File: src/sv/abdf_pkg.sv
// package: types, tables and sigmoid for the anchor box decode filter
`timescale 1ns / 1ps
package abdf_pkg;

    localparam int MaxGrid = 256;
    localparam int QueueDepth = 4;

    typedef struct packed {
        logic [15:0] sx;
        logic [15:0] sy;
        logic [15:0] sw;
        logic [15:0] sh;
        logic [15:0] score;
        logic [7:0]  gx;
        logic [7:0]  gy;
        logic [1:0]  scale;
        logic [1:0]  anchor;
    } cls_item_t;

    typedef struct packed {
        logic signed [19:0] left;
        logic signed [19:0] top;
        logic signed [19:0] right;
        logic signed [19:0] bottom;
        logic [15:0]        score;
    } box_item_t;

    function automatic logic [15:0] sigm(input logic signed [15:0] x);
        logic [15:0] a;
        logic [16:0] p;
        begin
            a = x[15] ? 16'(-x) : 16'(x);
            if (a < 16'd4096)
                p = 17'({a, 2'b00}) + 17'd32768;
            else if (a < 16'd9728)
                p = 17'({a, 1'b0}) + 17'd40960;
            else if (a < 16'd20480)
                p = 17'(a >> 1) + 17'd55296;
            else
                p = 17'd65536;
            if (x[15])
                sigm = 16'(17'd65536 - p);
            else
                sigm = p[16] ? 16'hffff : p[15:0];
        end
    endfunction

    function automatic logic [5:0] stride_of(input logic [1:0] sc);
        case (sc)
            2'd0:    stride_of = 6'd8;
            2'd1:    stride_of = 6'd16;
            default: stride_of = 6'd32;
        endcase
    endfunction

    // {width, height} in pixels
    function automatic logic [17:0] anchor_of(input logic [1:0] sc, input logic [1:0] an);
        case ({sc, an})
            4'h0:    anchor_of = {9'd4, 9'd5};
            4'h1:    anchor_of = {9'd8, 9'd10};
            4'h2:    anchor_of = {9'd13, 9'd16};
            4'h4:    anchor_of = {9'd23, 9'd29};
            4'h5:    anchor_of = {9'd43, 9'd55};
            4'h6:    anchor_of = {9'd73, 9'd105};
            4'h8:    anchor_of = {9'd146, 9'd217};
            4'h9:    anchor_of = {9'd231, 9'd300};
            default: anchor_of = {9'd335, 9'd433};
        endcase
    endfunction

endpackage

File: src/sv/abdf_front.sv
// front end: sigmoid, score and threshold filter, two stages
`timescale 1ns / 1ps
module abdf_front import abdf_pkg::*; (
    input  logic              clk,
    input  logic              rst_n,
    input  logic              in_valid,
    input  logic [15:0]       thr,
    input  logic [15:0]       raw_x,
    input  logic [15:0]       raw_y,
    input  logic [15:0]       raw_w,
    input  logic [15:0]       raw_h,
    input  logic [15:0]       raw_obj,
    input  logic [15:0]       raw_cls,
    input  logic [7:0]        grid_x,
    input  logic [7:0]        grid_y,
    input  logic [1:0]        scale,
    input  logic [1:0]        anchor,
    output logic              out_valid,
    output cls_item_t         out_item
);
    logic        s1_valid_reg;
    cls_item_t   s1_item_reg;
    logic [15:0] s1_cls_reg;
    logic        s1_ok;
    logic [15:0] obj;
    logic [31:0] prod;
    logic        s2_valid_reg;
    cls_item_t   s2_item_reg;
    cls_item_t   s2_item_next;

    assign obj = sigm(raw_obj);
    assign s1_ok = (scale != 2'd3) && (anchor != 2'd3) && (32'(grid_x) < MaxGrid)
        && (32'(grid_y) < MaxGrid) && (obj > thr);
    assign prod = s1_item_reg.score * s1_cls_reg;

    always_comb
    begin
        s2_item_next = s1_item_reg;
        s2_item_next.score = prod[31:16];
    end

    always_ff @(posedge clk or negedge rst_n)
    begin
        if (!rst_n)
        begin
            s1_valid_reg <= 1'b0;
            s2_valid_reg <= 1'b0;
        end
        else
        begin
            s1_valid_reg <= in_valid && s1_ok;
            s2_valid_reg <= s1_valid_reg && (prod[31:16] > thr);
        end
    end

    always_ff @(posedge clk)
    begin
        s1_item_reg <= '{sx: sigm(raw_x), sy: sigm(raw_y), sw: sigm(raw_w),
            sh: sigm(raw_h), score: obj, gx: grid_x, gy: grid_y,
            scale: scale, anchor: anchor};
        s1_cls_reg <= sigm(raw_cls);
        s2_item_reg <= s2_item_next;
    end

    assign out_valid = s2_valid_reg;
    assign out_item = s2_item_reg;
endmodule

File: src/sv/abdf_queue.sv
// small queue between front and back ends
`timescale 1ns / 1ps
module abdf_queue import abdf_pkg::*; (
    input  logic      clk,
    input  logic      rst_n,
    input  logic      wr_en,
    input  cls_item_t wr_data,
    input  logic      rd_en,
    output logic      not_empty,
    output cls_item_t rd_data,
    output logic [$clog2(QueueDepth):0] count
);
    localparam int Aw = $clog2(QueueDepth);
    cls_item_t mem [QueueDepth];
    logic [Aw-1:0] wp_reg, rp_reg;
    logic [Aw:0]   cnt_reg;

    always_ff @(posedge clk or negedge rst_n)
    begin
        if (!rst_n)
        begin
            wp_reg <= '0;
            rp_reg <= '0;
            cnt_reg <= '0;
        end
        else
        begin
            if (wr_en)
                wp_reg <= wp_reg + 1'b1;
            if (rd_en)
                rp_reg <= rp_reg + 1'b1;
            cnt_reg <= cnt_reg + (Aw+1)'(wr_en) - (Aw+1)'(rd_en);
        end
    end

    always_ff @(posedge clk)
    begin
        if (wr_en)
            mem[wp_reg] <= wr_data;
    end

    assign rd_data = mem[rp_reg];
    assign not_empty = cnt_reg != '0;
    assign count = cnt_reg;
endmodule

File: src/sv/abdf_back.sv
// back end: box decode in two stages with output register
`timescale 1ns / 1ps
module abdf_back import abdf_pkg::*; (
    input  logic      clk,
    input  logic      rst_n,
    input  logic      in_valid,
    input  cls_item_t in_item,
    output logic      in_ready,
    input  logic      out_ready,
    output logic      out_valid,
    output box_item_t out_item
);
    logic        b1_valid_reg, o_valid_reg;
    logic signed [24:0] cx_reg, cy_reg;
    logic [31:0] ssw_reg, ssh_reg;
    logic [8:0]  aw_reg, ah_reg;
    logic [15:0] score_reg;
    box_item_t   o_item_reg;
    logic [5:0]  st;
    logic [17:0] anc;
    logic [21:0] fx, fy;
    logic [31:0] ssw, ssh;
    logic [40:0] hwp, hhp;
    logic signed [25:0] hw, hh;
    logic        adv1, adv2;

    function automatic logic signed [19:0] clamp20(input logic signed [25:0] v);
        if (v > 26'sd524287)
            clamp20 = 20'sd524287;
        else if (v < -26'sd524288)
            clamp20 = -20'sd524288;
        else
            clamp20 = v[19:0];
    endfunction

    assign adv2 = !o_valid_reg || out_ready;
    assign adv1 = !b1_valid_reg || adv2;
    assign in_ready = adv1;

    assign st = stride_of(in_item.scale);
    assign anc = anchor_of(in_item.scale, in_item.anchor);
    assign fx = in_item.sx * st;
    assign fy = in_item.sy * st;
    assign ssw = in_item.sw * in_item.sw;
    assign ssh = in_item.sh * in_item.sh;
    assign hwp = ssw_reg * aw_reg;
    assign hhp = ssh_reg * ah_reg;
    assign hw = 26'(hwp[40:27]);
    assign hh = 26'(hhp[40:27]);

    always_ff @(posedge clk or negedge rst_n)
    begin
        if (!rst_n)
        begin
            b1_valid_reg <= 1'b0;
            o_valid_reg <= 1'b0;
        end
        else
        begin
            if (adv1)
                b1_valid_reg <= in_valid;
            if (adv2)
                o_valid_reg <= b1_valid_reg;
        end
    end

    always_ff @(posedge clk)
    begin
        if (adv1)
        begin
            cx_reg <= 25'(fx >> 11) - 25'(st) * 25'd8
                + 25'(in_item.gx) * 25'(st) * 25'd16;
            cy_reg <= 25'(fy >> 11) - 25'(st) * 25'd8
                + 25'(in_item.gy) * 25'(st) * 25'd16;
            ssw_reg <= ssw;
            ssh_reg <= ssh;
            aw_reg <= anc[17:9];
            ah_reg <= anc[8:0];
            score_reg <= in_item.score;
        end
        if (adv2)
        begin
            o_item_reg.left <= clamp20(26'(cx_reg) - hw);
            o_item_reg.top <= clamp20(26'(cy_reg) - hh);
            o_item_reg.right <= clamp20(26'(cx_reg) + hw);
            o_item_reg.bottom <= clamp20(26'(cy_reg) + hh);
            o_item_reg.score <= score_reg;
        end
    end

    assign out_valid = o_valid_reg;
    assign out_item = o_item_reg;
endmodule

File: src/sv/anchor_box_decode_filter_top.sv
// Anchor box decode filter: one prediction per cycle accepted unless full; a surviving
// item passes two front stages, the queue and two back stages. full rises when the
// queue cannot absorb what the front stages still hold, so input stalls only under pop
// backpressure. The confidence threshold is written through cfg_we/cfg_data, reset 0.25.
`timescale 1ns / 1ps
module anchor_box_decode_filter_top import abdf_pkg::*; (
    input  logic        clk,
    input  logic        rst_n,
    input  logic        cfg_we,
    input  logic [15:0] cfg_data,
    input  logic        push,
    output logic        full,
    input  logic [15:0] raw_x,
    input  logic [15:0] raw_y,
    input  logic [15:0] raw_w,
    input  logic [15:0] raw_h,
    input  logic [15:0] raw_obj,
    input  logic [15:0] raw_cls,
    input  logic [7:0]  grid_x,
    input  logic [7:0]  grid_y,
    input  logic [1:0]  scale,
    input  logic [1:0]  anchor,
    input  logic        pop,
    output logic        empty,
    output logic [19:0] left,
    output logic [19:0] top,
    output logic [19:0] right,
    output logic [19:0] bottom,
    output logic [15:0] score
);
    logic [15:0] thr_reg;
    logic        f_valid, q_ne, b_ready, b_valid;
    logic [$clog2(QueueDepth):0] q_count;
    cls_item_t   f_item, q_item;
    box_item_t   b_item;
    logic        q_rd, accept;

    assign accept = push && !full;

    always_ff @(posedge clk or negedge rst_n)
    begin
        if (!rst_n)
            thr_reg <= 16'd16384;
        else if (cfg_we)
            thr_reg <= cfg_data;
    end

    // entries in flight in front stages must fit in the queue
    assign full = 32'(q_count) > QueueDepth - 3;

    abdf_front u_front (.clk, .rst_n, .in_valid(accept), .thr(thr_reg),
        .raw_x, .raw_y, .raw_w, .raw_h, .raw_obj, .raw_cls, .grid_x, .grid_y,
        .scale, .anchor, .out_valid(f_valid), .out_item(f_item));

    assign q_rd = q_ne && b_ready;

    abdf_queue u_queue (.clk, .rst_n, .wr_en(f_valid), .wr_data(f_item),
        .rd_en(q_rd), .not_empty(q_ne), .rd_data(q_item), .count(q_count));

    abdf_back u_back (.clk, .rst_n, .in_valid(q_ne), .in_item(q_item),
        .in_ready(b_ready), .out_ready(pop), .out_valid(b_valid), .out_item(b_item));

    assign empty = !b_valid;
    assign left = b_item.left;
    assign top = b_item.top;
    assign right = b_item.right;
    assign bottom = b_item.bottom;
    assign score = b_item.score;

    a_no_overflow: assert property (@(posedge clk) disable iff (!rst_n)
        !(32'(q_count) == QueueDepth && f_valid && !q_rd)) else $error("queue overflow");
    a_hold: assert property (@(posedge clk) disable iff (!rst_n)
        !empty && !pop |=> !empty && $stable(score)) else $error("result lost");
    a_score: assert property (@(posedge clk) disable iff (!rst_n)
        f_valid |-> f_item.score > $past(thr_reg)) else $error("score below threshold");
endmodule
File: config.mk
export PLATFORM = sky130hd
export DESIGN_NAME = anchor_box_decode_filter_top
export DESIGN_NICKNAME = d
export VERILOG_FILES = /design/src/sv/abdf_pkg.sv /design/src/sv/abdf_front.sv /design/src/sv/abdf_queue.sv /design/src/sv/abdf_back.sv /design/src/sv/anchor_box_decode_filter_top.sv
export SDC_FILE = /design/constraint.sdc
export NUM_CORES = 2
export LEC_CHECK = 0
export BUFFER_PORTS_ARGS = -buffer_cell sky130_fd_sc_hd__buf_2
export CAP_MARGIN = 20
export CORE_MARGIN = 2
export CORE_UTILIZATION = 41
export DETAILED_ROUTE_END_ITERATION = 7
export SYNTH_ARGS = -nofsm -noshare
export SYNTH_HDL_FRONTEND = slang
export SYNTH_SLANG_ARGS = --single-unit
File: constraint.sdc
create_clock -name clk -period 9.1 [get_ports clk]
set_input_delay 1.82 -clock clk [delete_from_list [all_inputs] [get_ports clk]]
set_output_delay 1.82 -clock clk [all_outputs]
set_load 0.005 [all_outputs]
==> metrics.md <==
| Metric | Value |
|---|---|
| Outcome | finished clean |
| Die W | 455 µm |
| PortBufs | 234 |
| Launching point of the worst reg2reg path | u_queue.rp_reg[0] |
| Final setup viols | 0 |
| Largest net degree at the start of global routing | 80 |
| Max-slew violations | 0 |
| Highest-delay cell along the critical path | mux4_2 |
| GR Util All Layers | 19.4% |
| Reg2Reg Depth | 35 |
| Post-route design area | 91,400 µm² |
| Least-Margin Pin Slew | 1.05 ns |
| Post-synthesis sequential area ratio | 29.2% |
| RSZ-0062 raised after global routing | false |
| Initial antenna violation count | 15 |
| Hold crit path type | flip-flop to flip-flop |
| Mapped Avg Cell Area | 10.2 µm² |
| FP Rows | 165 |
| Fin util | 45.2% |
| Hold Buf Count CTS | 0 |
| Final hold vios | 0 |
| Critical Path Start Type | flip-flop |
| Share of cells above drive strength 1 | 8.71% |
| Top Ports | 235 |
| Core region area | 202,000 µm² |
| Number of max-cap violations | 0 |
| Die area | 207,000 µm² |
| CTS tree | built |
| Synth Register Bits | 885 |
| Cell count along the critical path | 35 |
| R2R Setup Slk | 0.49 ns |
| Fmax | 0.116 GHz |
| Die Ht | 455 µm |
| Starting Density | 41.2% |
| Clk buf depth | 3 |
| Critical Path RT | 9.53 ns |
| Ys flop type | edfxtp_1 |
| Area after DPL | 87,700 µm² |
| Worst hold margin | 0.322 ns |
| CP Class | flip-flop to flip-flop |
| Final HPWL DP | 156,000 µm |
| Sink Count | 885 |
| Post-route setup TNS | 0 ns |
| Relative slew slack | 29.8% |
| Vias per cell | 5.12 |
| EDFF count, synth | 642 |
| Ys Warns | 0 |
| Routability Congestion | 0.877 |
| Period utilisation layout | 94.6% |
| Final min period | 8.61 ns |
| DRC | 0 |
| Most common cell after layout, fill and taps aside | inv_1 |
| Cells after Synth | 8,145 |
| Worst skew pair latency | 0.73 ns |
| CP Max Fanout | 9 |
| Ys async rst share | 3.05% |
| Largest register FFs | 400 |
| Grt total ovfl | 0 |
| Worst Skew | 0.0279 ns |
| Root Driver | clkbuf_16 |
| Pre-antenna DRT Iters | 6 |
| Commonest cells after routing, fill and taps aside | inv_1, fa_1, nand2_1 |
| Synthesized area | 83,200 µm² |
| Critical Path AT | 9.04 ns |
| Clk slew on worst S/H paths | 0.06 ns |
| WL final | 199,000 µm |
| Hold Path Origin | u_front.s1_item_reg[7] |
| Buf/Inv on CP | 3 |
| CTS buffer count | 93 |
| Via count | 56,900 |
| CP dominant cell by count | a21oi_1 |
| Hold Crit Depth | 0 |
| Global-route wire length before repair | 320,000 µm |
| Endpoint class of the critical path | flip-flop |
| Vias in the first global route | 58,900 |
| DR WL/cell | 17.9 µm |
| Slowest stage delay, CP | 0.67 ns |
| DRT iter0 DRCs | 3,364 |
| Hold EP | u_front.out_item[7] |
| ANT nets after route | 0 |
| Nets | 10,200 |
| H-tree levels | 3 |
| Cell family with most CP delay | compound AO/OA/AOI/OAI gates |
| Area Overhead vs Synth | 9.74% |
| Unique cell type count in the Yosys netlist | 112 |
| Worst R2R End | u_back.cy_reg[20] |
[layout make-up]
class	instances	area, µm²
Antenna cell	4	10.0
Clock buffer	130	2620
Clock inverter	46	608
Fill cell	19000	111000
Inverter	1431	5380
Multi-Input combinational cell	5569	52700
Sequential cell	885	24300
Tap cell	2672	3340
Timing Repair Buffer	376	2420
[per-stage QoR]
stage / setup WS (ns) / instances
floorplan: 0.223 / 8151
global placement: 0.170 / 10900
detailed placement: 0.0441 / 10900
CTS: 0.0547 / 11100
global route: 0.0105 / 11100
finish: 0.491 / 11100
[logic make-up after synthesis]
family	Yosys count	synth area share, %
buffers and inverters	1698	7.69
xor gates and xnor gates	388	4.11
AOI/OAI and AO/OA	998	7.98
other	2	0.00902
and+or+nand+nor	2309	13.5
DFF	885	29.2
adders and majority gates	1700	34.5
muxes	165	3.05
[Yosys cell counts (23+ instances only)]
cell type	instances	area share [%]
a31oi_1	37	0.28
xnor2_1	260	2.7
edfxtp_1	642	23
nand2_1	859	3.9
mux4_2	67	1.8
dfxtp_1	216	5.2
o21a_1	51	0.46
or4_1	26	0.23
mux2_2	35	0.47
nand2b_1	51	0.38
and3_1	38	0.29
inv_1	1407	6.3
a21oi_1	248	1.5
buf_1	23	0.10
o31ai_1	30	0.27
o21ai_0	227	1.4
nor2_1	407	1.8
nor4_1	38	0.29
mux2i_1	62	0.75
o21bai_1	42	0.38
nand3_1	81	0.49
nor3_1	149	0.90
a211oi_1	28	0.25
or3_1	29	0.22
a21o_1	68	0.61
fa_1	989	24
xor2_1	126	1.3
and2_1	465	3.5
ha_1	711	11
nor2b_1	50	0.38
nand4_1	33	0.25
clkbuf_1	232	1.0
dfrtp_1	26	0.78
o211ai_1	28	0.25
[worst max-delay path by stage]
| stage | from | to | slack, ns |
|---|---|---|---|
| 2_1_floorplan | u_queue.rp_reg[1] | u_back.cx_reg[19] | 0.22 |
| 4_1_cts | u_back.aw_reg[3] | u_back.out_item[83] | 0.05 |
| 6_report | u_queue.rp_reg[0] | u_back.cy_reg[20] | 0.49 |
| 3_3_place_gp | u_back.aw_reg[6] | u_back.out_item[91] | 0.17 |
| 3_5_place_dp | u_back.aw_reg[6] | u_back.out_item[86] | 0.04 |
| 5_1_grt | u_queue.rp_reg[0] | u_back.cx_reg[20] | 0.01 |
[layer usage]
layer | vias to the layer above | GRT usage [%] | routed length (µm)
li1 | 27100 | - | -
met1 | 28500 | 26.6 | 89900
met2 | 1171 | 32.8 | 96300
met3 | 235 | 2.09 | 8540
met4 | 10 | 4.73 | 4470
met5 | - | 0 | 54
[timing repair]
item / CTS / global route
cloned: 0 / 1
resized for setup: 0 / 24
buffers inserted: 1 / 20
endpoints found under the hold margin: 0 / 0
endpoints found under the setup margin: 2 / 75
Power is left out: the tool's default activity adds up to more than one toggle a clock period on the data nets, which glitch-free logic cannot reach.
